## src/rtl/cmosrtc_pkg.sv

```systemverilog
package cmosrtc_pkg;

  localparam int unsigned YearW         = 15;
  localparam int unsigned DaysW         = 24;
  localparam int unsigned SecsW         = 40;
  localparam int unsigned TodW          = 20;
  localparam int unsigned MonthsW       = 13;
  localparam int unsigned QuarterW      = YearW - 2;
  localparam int unsigned Recip25W      = 16;
  localparam int unsigned Recip25Shift  = 20;
  localparam int unsigned ProdW         = QuarterW + Recip25W;
  localparam int unsigned DivW          = ProdW - Recip25Shift;
  localparam int unsigned PipeDepth     = 6;

  localparam int unsigned EpochYear     = 1970;
  localparam int unsigned Recip25       = (2 ** Recip25Shift + 24) / 25;
  localparam int unsigned LeapsBeforeEpoch =
    (EpochYear - 1) / 4 - (EpochYear - 1) / 100 + (EpochYear - 1) / 400;

  localparam logic [7:0] PmBit          = 8'h80;
  localparam logic [7:0] HourMask       = 8'h7F;
  localparam logic [7:0] HoursPerHalf   = 8'd12;
  localparam logic [7:0] CenturyNone    = 8'h00;
  localparam logic [7:0] CenturyErased  = 8'hFF;
  localparam logic [7:0] PivotYear      = 8'd70;
  localparam logic [7:0] MonthsPerYear  = 8'd12;
  localparam int unsigned Base20        = 2000;
  localparam int unsigned Base19        = 1900;
  localparam int unsigned YearsPerCent  = 100;
  localparam int unsigned DaysPerYear   = 365;
  localparam int unsigned DaysPerXMonth = 30;
  localparam int unsigned SecsPerDay    = 86400;
  localparam int unsigned SecsPerHour   = 3600;
  localparam int unsigned SecsPerMin    = 60;

  localparam int unsigned CfgIdxW       = 1;
  localparam int unsigned CfgDataW      = 1;

  typedef enum logic [CfgIdxW-1:0] {
    CfgBinaryMode = 1'b0,
    CfgHour24Mode = 1'b1
  } cfg_idx_e;

  typedef struct packed {
    logic [7:0] second;
    logic [7:0] minute;
    logic [7:0] hour;
    logic [7:0] day;
    logic [7:0] month;
  } fields_t;

  typedef struct packed {
    logic       valid;
    fields_t    f;
    logic [7:0] yy;
    logic [7:0] cen;
  } dec_beat_t;

  typedef struct packed {
    logic             valid;
    fields_t          f;
    logic [YearW-1:0] year;
    logic [DaysW-1:0] days;
  } days_beat_t;

  typedef struct packed {
    logic             valid;
    fields_t          f;
    logic [YearW-1:0] year;
    logic [SecsW-1:0] epoch;
  } res_beat_t;

  function automatic logic [7:0] decode_byte(input logic [7:0] raw, input logic bin);
    logic [7:0] bcd;
    bcd = 8'(raw[7:4]) * 8'd10 + 8'(raw[3:0]);
    return bin ? raw : bcd;
  endfunction

  function automatic logic [8:0] days_before_month(input logic [3:0] m);
    logic [8:0] d;
    case (m)
      4'd0:    d = 9'd0;
      4'd1:    d = 9'd31;
      4'd2:    d = 9'd59;
      4'd3:    d = 9'd90;
      4'd4:    d = 9'd120;
      4'd5:    d = 9'd151;
      4'd6:    d = 9'd181;
      4'd7:    d = 9'd212;
      4'd8:    d = 9'd243;
      4'd9:    d = 9'd273;
      4'd10:   d = 9'd304;
      4'd11:   d = 9'd334;
      default: d = 9'd365;
    endcase
    return d;
  endfunction

endpackage

```

## src/rtl/cmos_rtc_to_unix_time_unit.sv

```systemverilog
// Channel     | Ports                                   | Beat taken when
// ------------+-----------------------------------------+------------------------
// snapshot in | start_i, busy_o, raw_*_i                | start_i && !busy_o
// config      | cfg_we_i, cfg_idx_i, cfg_wdata_i        | cfg_we_i
// result out  | done_o, full_year_o .. epoch_seconds_o  | done_o (one cycle)
//
// A snapshot may start in every cycle; busy_o is always low.
// Each result passes through six register stages after its start:
// decode, year assembly, reciprocal products, day total, scaling and final add.
// Reset clears the stage valid bits and sets 24-hour BCD mode.
// The result side cannot stall, so the pipeline never holds.
module cmos_rtc_to_unix_time_unit (
  input  logic                                 clk_i,
  input  logic                                 rst_ni,
  input  logic                                 start_i,
  output logic                                 busy_o,
  input  logic                                 cfg_we_i,
  input  logic [cmosrtc_pkg::CfgIdxW-1:0]      cfg_idx_i,
  input  logic [cmosrtc_pkg::CfgDataW-1:0]     cfg_wdata_i,
  input  logic [7:0]                           raw_seconds_i,
  input  logic [7:0]                           raw_minutes_i,
  input  logic [7:0]                           raw_hours_i,
  input  logic [7:0]                           raw_day_i,
  input  logic [7:0]                           raw_month_i,
  input  logic [7:0]                           raw_year_i,
  input  logic [7:0]                           raw_century_i,
  output logic                                 done_o,
  output logic [cmosrtc_pkg::YearW-1:0]        full_year_o,
  output logic [7:0]                           month_out_o,
  output logic [7:0]                           day_out_o,
  output logic [7:0]                           hour_out_o,
  output logic [7:0]                           minute_out_o,
  output logic [7:0]                           second_out_o,
  output logic [cmosrtc_pkg::SecsW-1:0]        epoch_seconds_o
);

  logic                    binary_mode_q, hour24_mode_q;
  cmosrtc_pkg::dec_beat_t  dec_beat;
  cmosrtc_pkg::days_beat_t days_beat;
  cmosrtc_pkg::res_beat_t  res_beat;

  always_ff @(posedge clk_i or negedge rst_ni) begin
    if (!rst_ni) begin
      binary_mode_q <= 1'b0;
      hour24_mode_q <= 1'b1;
    end else if (cfg_we_i) begin
      unique case (cmosrtc_pkg::cfg_idx_e'(cfg_idx_i))
        cmosrtc_pkg::CfgBinaryMode: binary_mode_q <= cfg_wdata_i[0];
        cmosrtc_pkg::CfgHour24Mode: hour24_mode_q <= cfg_wdata_i[0];
        default: ;
      endcase
    end
  end

  cmosrtc_decode u_decode (
    .clk_i         (clk_i),
    .rst_ni        (rst_ni),
    .start_i       (start_i),
    .binary_mode_i (binary_mode_q),
    .hour24_mode_i (hour24_mode_q),
    .raw_seconds_i (raw_seconds_i),
    .raw_minutes_i (raw_minutes_i),
    .raw_hours_i   (raw_hours_i),
    .raw_day_i     (raw_day_i),
    .raw_month_i   (raw_month_i),
    .raw_year_i    (raw_year_i),
    .raw_century_i (raw_century_i),
    .beat_o        (dec_beat)
  );

  cmosrtc_days u_days (
    .clk_i  (clk_i),
    .rst_ni (rst_ni),
    .beat_i (dec_beat),
    .beat_o (days_beat)
  );

  cmosrtc_secs u_secs (
    .clk_i  (clk_i),
    .rst_ni (rst_ni),
    .beat_i (days_beat),
    .beat_o (res_beat)
  );

  assign busy_o          = 1'b0;
  assign done_o          = res_beat.valid;
  assign full_year_o     = res_beat.year;
  assign month_out_o     = res_beat.f.month;
  assign day_out_o       = res_beat.f.day;
  assign hour_out_o      = res_beat.f.hour;
  assign minute_out_o    = res_beat.f.minute;
  assign second_out_o    = res_beat.f.second;
  assign epoch_seconds_o = res_beat.epoch;

endmodule

```

## src/rtl/cmosrtc_decode.sv

```systemverilog
module cmosrtc_decode (
  input  logic                   clk_i,
  input  logic                   rst_ni,
  input  logic                   start_i,
  input  logic                   binary_mode_i,
  input  logic                   hour24_mode_i,
  input  logic [7:0]             raw_seconds_i,
  input  logic [7:0]             raw_minutes_i,
  input  logic [7:0]             raw_hours_i,
  input  logic [7:0]             raw_day_i,
  input  logic [7:0]             raw_month_i,
  input  logic [7:0]             raw_year_i,
  input  logic [7:0]             raw_century_i,
  output cmosrtc_pkg::dec_beat_t beat_o
);

  logic                    valid_q;
  cmosrtc_pkg::fields_t    f_d, f_q;
  logic [7:0]              yy_d, yy_q, cen_d, cen_q;
  logic                    pm;
  logic [7:0]              hraw, hdec;

  always_comb begin
    pm   = !hour24_mode_i && ((raw_hours_i & cmosrtc_pkg::PmBit) != 8'd0);
    hraw = pm ? (raw_hours_i & cmosrtc_pkg::HourMask) : raw_hours_i;
    hdec = cmosrtc_pkg::decode_byte(hraw, binary_mode_i);
    f_d.second = cmosrtc_pkg::decode_byte(raw_seconds_i, binary_mode_i);
    f_d.minute = cmosrtc_pkg::decode_byte(raw_minutes_i, binary_mode_i);
    f_d.day    = cmosrtc_pkg::decode_byte(raw_day_i, binary_mode_i);
    f_d.month  = cmosrtc_pkg::decode_byte(raw_month_i, binary_mode_i);
    f_d.hour   = hdec;
    if (!hour24_mode_i) begin
      if (pm && hdec < cmosrtc_pkg::HoursPerHalf) begin
        f_d.hour = hdec + cmosrtc_pkg::HoursPerHalf;
      end else if (!pm && hdec == cmosrtc_pkg::HoursPerHalf) begin
        f_d.hour = 8'd0;
      end
    end
    yy_d  = cmosrtc_pkg::decode_byte(raw_year_i, binary_mode_i);
    cen_d = cmosrtc_pkg::decode_byte(raw_century_i, binary_mode_i);
  end

  always_ff @(posedge clk_i or negedge rst_ni) begin
    if (!rst_ni) begin
      valid_q <= 1'b0;
    end else begin
      valid_q <= start_i;
    end
  end

  always_ff @(posedge clk_i) begin
    if (start_i) begin
      f_q   <= f_d;
      yy_q  <= yy_d;
      cen_q <= cen_d;
    end
  end

  assign beat_o.valid = valid_q;
  assign beat_o.f     = f_q;
  assign beat_o.yy    = yy_q;
  assign beat_o.cen   = cen_q;

endmodule

```

## src/rtl/cmosrtc_days.sv

```systemverilog
module cmosrtc_days (
  input  logic                    clk_i,
  input  logic                    rst_ni,
  input  cmosrtc_pkg::dec_beat_t  beat_i,
  output cmosrtc_pkg::days_beat_t beat_o
);

  localparam int unsigned YearW    = cmosrtc_pkg::YearW;
  localparam int unsigned DaysW    = cmosrtc_pkg::DaysW;
  localparam int unsigned QuarterW = cmosrtc_pkg::QuarterW;
  localparam int unsigned ProdW    = cmosrtc_pkg::ProdW;
  localparam int unsigned DivW     = cmosrtc_pkg::DivW;
  localparam int unsigned MonthsW  = cmosrtc_pkg::MonthsW;
  localparam int unsigned Shift    = cmosrtc_pkg::Recip25Shift;

  // Year assembly, epoch clamp, month index and day offset.
  logic                 s2_valid_q;
  cmosrtc_pkg::fields_t s2_f_q;
  logic [YearW-1:0]     s2_year_d, s2_year_q, s2_ey_d, s2_ey_q;
  logic [7:0]           s2_months_d, s2_months_q, s2_dayoff_d, s2_dayoff_q;

  always_comb begin
    if (beat_i.cen == cmosrtc_pkg::CenturyNone || beat_i.cen == cmosrtc_pkg::CenturyErased) begin
      s2_year_d = (beat_i.yy < cmosrtc_pkg::PivotYear ? YearW'(cmosrtc_pkg::Base20)
                                                      : YearW'(cmosrtc_pkg::Base19))
                  + YearW'(beat_i.yy);
    end else begin
      s2_year_d = YearW'(beat_i.cen) * YearW'(cmosrtc_pkg::YearsPerCent) + YearW'(beat_i.yy);
    end
    s2_ey_d = (s2_year_d < YearW'(cmosrtc_pkg::EpochYear)) ? YearW'(cmosrtc_pkg::EpochYear)
                                                           : s2_year_d;
    s2_months_d = (beat_i.f.month >= 8'd1) ? beat_i.f.month - 8'd1 : 8'd0;
    s2_dayoff_d = (beat_i.f.day >= 8'd1) ? beat_i.f.day - 8'd1 : 8'd0;
  end

  // Reciprocal products for the divisions by 25, year days and month days.
  logic                 s3_valid_q;
  cmosrtc_pkg::fields_t s3_f_q;
  logic [YearW-1:0]     s3_year_q, ey_m1;
  logic [DaysW-1:0]     s3_yd_d, s3_yd_q;
  logic [QuarterW-1:0]  s3_qn_q, s3_qe_q;
  logic [ProdW-1:0]     s3_pn_d, s3_pn_q, s3_pe_d, s3_pe_q;
  logic [1:0]           s3_eylo_q;
  logic [MonthsW-1:0]   s3_mdays_d, s3_mdays_q;
  logic                 s3_leapok_q;
  logic [7:0]           s3_dayoff_q;

  always_comb begin
    ey_m1   = s2_ey_q - YearW'(1);
    s3_yd_d = DaysW'(s2_ey_q - YearW'(cmosrtc_pkg::EpochYear))
              * DaysW'(cmosrtc_pkg::DaysPerYear);
    s3_pn_d = ProdW'(ey_m1[YearW-1:2]) * ProdW'(cmosrtc_pkg::Recip25);
    s3_pe_d = ProdW'(s2_ey_q[YearW-1:2]) * ProdW'(cmosrtc_pkg::Recip25);
    if (s2_months_q > cmosrtc_pkg::MonthsPerYear) begin
      s3_mdays_d = MonthsW'(cmosrtc_pkg::DaysPerYear)
                   + MonthsW'(s2_months_q - cmosrtc_pkg::MonthsPerYear)
                   * MonthsW'(cmosrtc_pkg::DaysPerXMonth);
    end else begin
      s3_mdays_d = MonthsW'(cmosrtc_pkg::days_before_month(s2_months_q[3:0]));
    end
  end

  // Leap-year counts and the day total.
  logic                 s4_valid_q;
  cmosrtc_pkg::fields_t s4_f_q;
  logic [YearW-1:0]     s4_year_q;
  logic [DaysW-1:0]     s4_days_d, s4_days_q;
  logic [DivW-1:0]      an, ae;
  logic [QuarterW-1:0]  ln;
  logic                 div4, div100, leap;

  always_comb begin
    an     = s3_pn_q[ProdW-1:Shift];
    ae     = s3_pe_q[ProdW-1:Shift];
    ln     = s3_qn_q - QuarterW'(an) + QuarterW'(an[DivW-1:2]);
    div4   = (s3_eylo_q == 2'd0);
    div100 = div4 && ((QuarterW + 1)'(ae) * (QuarterW + 1)'(25) == (QuarterW + 1)'(s3_qe_q));
    leap   = (div4 && !div100) || (div100 && ae[1:0] == 2'd0);
    s4_days_d = s3_yd_q + DaysW'(ln) - DaysW'(cmosrtc_pkg::LeapsBeforeEpoch)
                + DaysW'(s3_mdays_q) + DaysW'(leap && s3_leapok_q) + DaysW'(s3_dayoff_q);
  end

  always_ff @(posedge clk_i or negedge rst_ni) begin
    if (!rst_ni) begin
      s2_valid_q <= 1'b0;
      s3_valid_q <= 1'b0;
      s4_valid_q <= 1'b0;
    end else begin
      s2_valid_q <= beat_i.valid;
      s3_valid_q <= s2_valid_q;
      s4_valid_q <= s3_valid_q;
    end
  end

  always_ff @(posedge clk_i) begin
    s2_f_q      <= beat_i.f;
    s2_year_q   <= s2_year_d;
    s2_ey_q     <= s2_ey_d;
    s2_months_q <= s2_months_d;
    s2_dayoff_q <= s2_dayoff_d;

    s3_f_q      <= s2_f_q;
    s3_year_q   <= s2_year_q;
    s3_yd_q     <= s3_yd_d;
    s3_qn_q     <= ey_m1[YearW-1:2];
    s3_qe_q     <= s2_ey_q[YearW-1:2];
    s3_pn_q     <= s3_pn_d;
    s3_pe_q     <= s3_pe_d;
    s3_eylo_q   <= s2_ey_q[1:0];
    s3_mdays_q  <= s3_mdays_d;
    s3_leapok_q <= (s2_months_q >= 8'd2);
    s3_dayoff_q <= s2_dayoff_q;

    s4_f_q      <= s3_f_q;
    s4_year_q   <= s3_year_q;
    s4_days_q   <= s4_days_d;
  end

  assign beat_o.valid = s4_valid_q;
  assign beat_o.f     = s4_f_q;
  assign beat_o.year  = s4_year_q;
  assign beat_o.days  = s4_days_q;

endmodule

```

## src/rtl/cmosrtc_secs.sv

```systemverilog
module cmosrtc_secs (
  input  logic                    clk_i,
  input  logic                    rst_ni,
  input  cmosrtc_pkg::days_beat_t beat_i,
  output cmosrtc_pkg::res_beat_t  beat_o
);

  localparam int unsigned YearW = cmosrtc_pkg::YearW;
  localparam int unsigned SecsW = cmosrtc_pkg::SecsW;
  localparam int unsigned TodW  = cmosrtc_pkg::TodW;

  logic                 s5_valid_q, s6_valid_q;
  cmosrtc_pkg::fields_t s5_f_q, s6_f_q;
  logic [YearW-1:0]     s5_year_q, s6_year_q;
  logic [SecsW-1:0]     s5_dsec_d, s5_dsec_q, s6_epoch_d, s6_epoch_q;
  logic [TodW-1:0]      s5_tod_d, s5_tod_q;

  always_comb begin
    s5_dsec_d  = SecsW'(beat_i.days) * SecsW'(cmosrtc_pkg::SecsPerDay);
    s5_tod_d   = TodW'(beat_i.f.hour) * TodW'(cmosrtc_pkg::SecsPerHour)
                 + TodW'(beat_i.f.minute) * TodW'(cmosrtc_pkg::SecsPerMin)
                 + TodW'(beat_i.f.second);
    s6_epoch_d = s5_dsec_q + SecsW'(s5_tod_q);
  end

  always_ff @(posedge clk_i or negedge rst_ni) begin
    if (!rst_ni) begin
      s5_valid_q <= 1'b0;
      s6_valid_q <= 1'b0;
    end else begin
      s5_valid_q <= beat_i.valid;
      s6_valid_q <= s5_valid_q;
    end
  end

  always_ff @(posedge clk_i) begin
    s5_f_q     <= beat_i.f;
    s5_year_q  <= beat_i.year;
    s5_dsec_q  <= s5_dsec_d;
    s5_tod_q   <= s5_tod_d;
    s6_f_q     <= s5_f_q;
    s6_year_q  <= s5_year_q;
    s6_epoch_q <= s6_epoch_d;
  end

  assign beat_o.valid = s6_valid_q;
  assign beat_o.f     = s6_f_q;
  assign beat_o.year  = s6_year_q;
  assign beat_o.epoch = s6_epoch_q;

endmodule

```

## config.mk

```make
export PLATFORM = sky130hd
export DESIGN_NAME = cmos_rtc_to_unix_time_unit
export DESIGN_NICKNAME = d
export VERILOG_FILES = /design/src/rtl/cmosrtc_pkg.sv /design/src/rtl/cmos_rtc_to_unix_time_unit.sv /design/src/rtl/cmosrtc_decode.sv /design/src/rtl/cmosrtc_days.sv /design/src/rtl/cmosrtc_secs.sv
export SDC_FILE = /design/constraint.sdc
export NUM_CORES = 2
export LEC_CHECK = 0
export BUFFER_PORTS_ARGS = -buffer_cell sky130_fd_sc_hd__clkbuf_2
export CORE_ASPECT_RATIO = 1.4
export CORE_MARGIN = 2
export CORE_UTILIZATION = 50
export DETAILED_ROUTE_END_ITERATION = 16
export GPL_TIMING_DRIVEN = 0
export MAX_ROUTING_LAYER = met4
export PLACE_DENSITY = 0.69
export SYNTH_ARGS = -nofsm -noshare
export SYNTH_HDL_FRONTEND = slang
export SYNTH_SLANG_ARGS = --single-unit
```

## constraint.sdc

```tcl
create_clock -name clk_i -period 6.1 [get_ports clk_i]
set_input_delay 0.61 -clock clk_i [delete_from_list [all_inputs] [get_ports clk_i]]
set_output_delay 0.61 -clock clk_i [all_outputs]
set_load 0.01 [all_outputs]
```

# Yosys cells after proc, flatten, opt, wreduce, memory -nomap -nowiden
# Memory sizes are Yosys's and may differ from the RTL's. A register that Yosys moved wholly into a read port is not among the register bits.
# Index checks and enable logic that the tools add are counted.
dict set report op_classes {
  addsub 26
  multipliers 16
  n_lt_le_gt_ge 7
  n_eq_ne 3
  muxes 15
  n_bitwise 1
  n_reduce_logical 17
}
# op count
set ops {}
lappend ops {{$mux 8} 12}
lappend ops {{$add 8x4->8} 7}
lappend ops {{$mul 13x13->26 const B} 2}
lappend ops {{$mul 4x3->7 const B} 7}
lappend ops {{$add 24x13->24} 2}
lappend ops {{$add 40x20->40} 1}
lappend ops {{$mul 24x10->33 const B} 1}
lappend ops {{$add 15x8->15} 2}
lappend ops {{$add 24x1->24} 1}
lappend ops {{$add 24x8->24} 1}
lappend ops {{$mul 24x9->24 const B} 1}
lappend ops {{$sub 24x9->24 const B} 1}
lappend ops {{$add 20x14->20} 1}
lappend ops {{$add 20x8->20} 1}
lappend ops {{$ge 8x1->1 const B} 2}
lappend ops {{$mul 8x8->16 const B} 1}
lappend ops {{$sub 15x11->16 const B} 1}
lappend ops {{$sub 8x1->8 const B} 2}
lappend ops {{$lt 15x11->1 const B} 1}
lappend ops {{$mux 15} 1}
lappend ops {{$sub 15x1->15 const B} 1}
lappend ops {{$eq 14x13->1} 1}
lappend ops {{$mul 9x5->14 const B} 1}
lappend ops {{$add 13x7->13} 1}
lappend ops {{other kinds (22)} 33}
dict set report word_totals {
  regBits 613
  mem_bits_ro 144
  in_bits 62
  out_inout_bits 97
  elab_cells 148
  n_memories 1
}
# memory words word_bits read_ports rd_ports_with_merged_regs wr line_no
set memory_table {}
lappend memory_table {{(name not given)} 16 9 1 1 0 cmosrtc_pkg.sv:81} ;# case (m)

# Longest topological paths before layout
dict set report logic_depth {
  depth_word 11
  ltp_mapped 28
  mapped_depth_nobuf 28
}

# Modules after synthesis
# Synthesis repeated with hierarchy kept, for this count alone.
dict set report unflattened {
  hier_cells 3703
  area_unflattened_um2 39216.4
}
# module instances cells_per_inst area_per_inst_um2 seq_area_each_um2
set by_module_without_submodules {}
lappend by_module_without_submodules {cmosrtc_days 1 2272 23546.3 6481.2}
lappend by_module_without_submodules {cmosrtc_secs 1 1053 11447.2 4033.9}
lappend by_module_without_submodules {cmosrtc_decode 1 370 4124.0 1706.6}
lappend by_module_without_submodules {cmos_rtc_to_unix_time_unit 1 8 98.8 51.3}

# Least setup slack after synthesis
# OpenSTA, ideal clock, no wires.
dict set report synth_timing {
  path_kind {flip-flop to flip-flop}
  from {reg u_days.s2_ey_q[3]}
  to {reg u_days.s3_pn_q[28]}
  setup_ns 0.124
  arrival_ns 6.238
  t_required_ns 5.976
  path_slack_ns -0.262
  path_stages_with_launch 26
  path_buffers 0
  synth_period_minus_slack_ns 6.362
  cell_sequence {dfxtp_1 inv_1 ha_1 nand2b_1 nor2_1 nand2_1 nand2_1 nand3_1 a21boi_0 xnor2_1 ha_1 fa_1 fa_1 inv_1 fa_1 fa_1 inv_1 ha_1 o21ai_0 nand2b_1 o2111ai_1 nor4_1 nor3_1 nor4b_2 a311oi_1 xnor2_1}
}
dict set report synth_via {
  elab_chain_cells 2
}
# element line_no
set synth_lines {}
lappend synth_lines {{start: declaration} cmosrtc_days.sv:19} ;# logic [YearW-1:0] s2_year_d, s2_year_q, s2_ey_d, s2_ey_q;
lappend synth_lines {{start signal: assignment} cmosrtc_days.sv:98} ;# s2_ey_q <= s2_ey_d;
lappend synth_lines {{$sub 15x1->15} cmosrtc_days.sv:49} ;# ey_m1 = s2_ey_q - YearW'(1);
lappend synth_lines {{net u_days.ey_m1[12]} cmosrtc_days.sv:39} ;# logic [YearW-1:0] s3_year_q, ey_m1;
lappend synth_lines {{$mul 13x13->26} cmosrtc_days.sv:52} ;# s3_pn_d = ProdW'(ey_m1[YearW-1:2]) * ProdW'(cmosrtc_pkg::Recip25);
lappend synth_lines {{net u_days.s3_pn_d[28]} cmosrtc_days.sv:42} ;# logic [ProdW-1:0] s3_pn_d, s3_pn_q, s3_pe_d, s3_pe_q;
lappend synth_lines {{end signal: assignment} cmosrtc_days.sv:107} ;# s3_pn_q <= s3_pn_d;
lappend synth_lines {{end: declaration} cmosrtc_days.sv:42}
# The timed path passes the listed nets, and every way through them passes these cells.
# A chain may end at the register's enable or synchronous reset.

# Worst setup path in the final report
dict set report layout_timing {
  from {reg u_days.s2_ey_q[1]}
  to {reg u_days.s3_pn_q[28]}
}
# Same word-level chain as after synthesis.

==> reports/metrics.cfg <==
[setup_path]
r2r-start = u_days.s2_ey_q[1]$_SDFF_PN1_
worst_path_most_repeated_cell = fa_1
critPathMaxFanout = 6
arrival_ns = 6.53
cpPeakStageDelay_ns = 0.55
r2r-end = u_days.s3_pn_q[28]$_DFF_P_
start_kind = flip-flop
cp-end-kind = flip-flop
path_cells = clkinvlp_4 -> ha_1 -> nand2_2 -> nand4_1 -> a21boi_2 -> o21ai_2 -> xnor2_2 -> buf_4 -> buf_4 -> ha_1 -> fa_1 -> inv_1 -> fa_1 -> inv_1 -> fa_1 -> fa_1 -> ha_4 -> o2111ai_2 -> nor4_4 -> nor3_4 -> nor4b_4 -> a311oi_2 -> xnor2_1
required_ns = 6.58
path_class = reg2reg
slowest_stage = fa_1
ff2ff_path_depth = 23
reg2reg_slack_ns = 0.05

[die]
num_io_pins = 159
die_y_um = 334
start_util_pct = 50.3
chipWidth_um = 240
num_rows = 121
coreArea_mm2 = 0.0774
dieArea_mm2 = 0.0801

[clock_network]
path_clk_slew_ns = 0.07
cts_sinks = 583
clock-root-buffer = clkbuf_16
cts_buffers = 54
ctsHtreeMaxLevel = 2
clock_latency_ns = 0.63
tritoncts = done
cts_buffer_depth = 3

[global_routing]
grt_pass1_wl_um = 126000
grt-ovfl-total = 0
antenna_found_initial = 4
first_global_vias = 26300
grt_max_degree = 58
track_usage_pct = 20.0

[route]
drt_first_pass_iters = 5
dr.first_iter.drc_count = 749
totalWireLength_um = 75400
via_per_inst = 4.98
drcViolationCount = 0
ant_nets = 0
vias = 25100
post_drt_wl_per_cell_um = 14.9

[timing]
finalCriticalPeriod_ns = 6.05
timing.final.crit_share_pct = 99.1
hold_ws_ns = 0.149
max_slew.worst_pin.slew_ns = 1.02
skew_ns = 0.0494
rsz0062_at_grt = yes
hold_violations = 0
fmax_mhz = 165
setup_viol = 0
relSlewSlack_pct = 31.5
drv_slew = 0

[hold_path]
hp-start = raw_minutes_i[0]
hold_depth = 1
hp-class = in2reg
hold_end = u_decode.beat_o[40]$_DFFE_PP_

[final_layout]
fin_area_mm2 = 0.0443
drive_gt1_share_pct = 12.2
layout.nets = 5013
syn_to_final_growth_pct = 13.8
n_fill_cell = 6476

[synthesis]
synth-edff-count = 56
synth-seq-cells = 583
ys_warn_count = 0
synth_area_leaders = dfxtp_1 27%, ha_1 22%, fa_1 16%
synth_most_common_cell = inv_1
syn_avg_cell_area_um2 = 10.6
synth_ff_type = dfxtp_1
syn_nets = 4741
synth_common_cells = 718 x inv_1, 680 x ha_1, 519 x dfxtp_1, 317 x fa_1, 191 x xnor2_1
synth_top_area_cell = dfxtp_1
synthArstFlopShare_pct = 1.37
synthCells = 3682
ys_types = 91
synth_top_area_share_pct = 26.7
synth-seq-area-share_pct = 31.6
syn_area_mm2 = 0.0389

[run_status]
status = finished, final reports clean

[placement]
port_buffers = 157
dpl.hpwl_um = 60600
gp_congestion = 0.900
placed_area_mm2 = 0.0410

[job]
maxCapViolCount = 0

through the flow:
stage / utilization, % / setup TNS, ns / setup WS (ns) / std cells
4_1_cts: 56.5 / -0.360 / -0.0978 / 5016
3_5_place_dp: 53.0 / -20.64 / -1.23 / 4884
6_report: 57.2 / 0 / 0.0522 / 5045
2_1_floorplan: - / 0 / 0.0334 / 3682
5_1_grt: 57.2 / -1.37 / -0.188 / 5045
3_3_place_gp: 53.0 / -20.24 / -1.24 / 4884
worst max-delay path by stage:
stage | start | end | slack (ns)
final | u_days.s2_ey_q[1]$_SDFF_PN1_ | u_days.s3_pn_q[28]$_DFF_P_ | 0.05
after detailed placement | u_days.s2_ey_q[3]$_SDFF_PN0_ | u_days.s3_pn_q[28]$_DFF_P_ | -1.23
after global routing | u_days.s3_pe_q[22]$_DFF_P_ | u_days.s4_days_q[17]$_DFF_P_ | -0.19
after CTS | u_days.s3_pe_q[21]$_DFF_P_ | u_days.s4_days_q[17]$_DFF_P_ | -0.1
after floorplan | u_days.s2_ey_q[3]$_SDFF_PN0_ | u_days.s3_pn_q[28]$_DFF_P_ | 0.03
after global placement | u_days.s2_ey_q[6]$_SDFF_PN0_ | u_days.s3_pn_q[28]$_DFF_P_ | -1.24
registers in the layout (all words and copies together) (netlist names), 15 cells and up, named ones only:
signal,cells
u_decode.beat_o,40
u_secs.beat_o,38
u_secs.s6_epoch_q,40
u_secs.s5_f_q,38
u_days.s2_year_q,15
u_days.s3_yd_q,24
u_secs.s5_dsec_q,33
u_days.s4_year_q,15
u_days.s3_year_q,15
u_secs.s5_year_q,15
u_days.s4_days_q,24
u_days.beat_o,40
u_secs.s5_tod_q,20
u_days.s2_f_q,40
u_secs.s6_year_q,15
u_days.s3_f_q,40
u_days.s2_ey_q,15
metal layers:
metal	up-vias	track usage, %	share of wire (%)	routed length, um
met2	305	38.1	54	40700
met1	12000	21.5	40	30500
met5	-	-	0	0
li1	12700	-	-	-
met3	155	2.02	2.2	1700
met4	0	6.29	3.5	2610
final cells by class:
| cell class | instances | area (um2) | share of cell area, % |
|---|---|---|---|
| Multi-Input combinational cell | 2359 | 24600 | 55.6 |
| Clock buffer | 67 | 1520 | 3.44 |
| Timing Repair Buffer | 216 | 1250 | 2.82 |
| Antenna cell | 4 | 10.0 | 0.0226 |
| Buffer | 20 | 87.6 | 0.198 |
| Tap cell | 1045 | 1310 | 2.95 |
| Inverter | 720 | 2730 | 6.17 |
| Clock inverter | 31 | 439 | 0.992 |
| Sequential cell | 583 | 12300 | 27.9 |
critical path, delay by kind of cell, from the launching register on:
| kind | cells | cell delay, ns |
|---|---|---|
| adder cells (fa/ha/maj) | 7 | 2.87 |
| XOR/XNOR | 2 | 0.28 |
| AND/OR/NAND/NOR | 5 | 1.06 |
| AO/OA/AOI/OAI | 4 | 0.69 |
| flip-flops | 1 | 0.41 |
| buffers and inverters | 5 | 0.59 |
cell families (layout without fill, tap and decap cells):
family	after synthesis	count (layout)	share of synthesized area, %
fa+ha+maj	997	997	38.2
buf+inv	740	1054	7.18
flops	583	583	31.6
compound gates	524	524	8.99
simple gates	524	524	6.79
xor+xnor	285	285	6.45
mux	28	28	0.814
other cells	1	5	0.00964
layout by cell type, fill, tap and decap left out, types with 43 or more instances in the layout:
cell type,count
ha_1,662
clkbuf_16,56
nor2_1,124
fa_1,314
o21ai_0,109
a21oi_1,118
nand2_1,116
inv_1,705
clkbuf_2,156
a21o_1,60
xnor2_1,175
nor2b_1,44
xor2_1,93
nor3_1,43
nand3_1,43
edfxtp_1,56
dfxtp_1,501
buf_4,60
repair_timing:
action / 4_1_cts / 5_1_grt
setup buffers: 33 / 25
resized for setup: 103 / 61
hold endpoints to repair: 8 / 0
setup endpoints to repair: 34 / 26
hold buffers: 1 / 0
pin swaps: 29 / 67
Power is left out: the tool's default activity adds up to more than one toggle a clock period on the data nets, which glitch-free logic cannot reach.
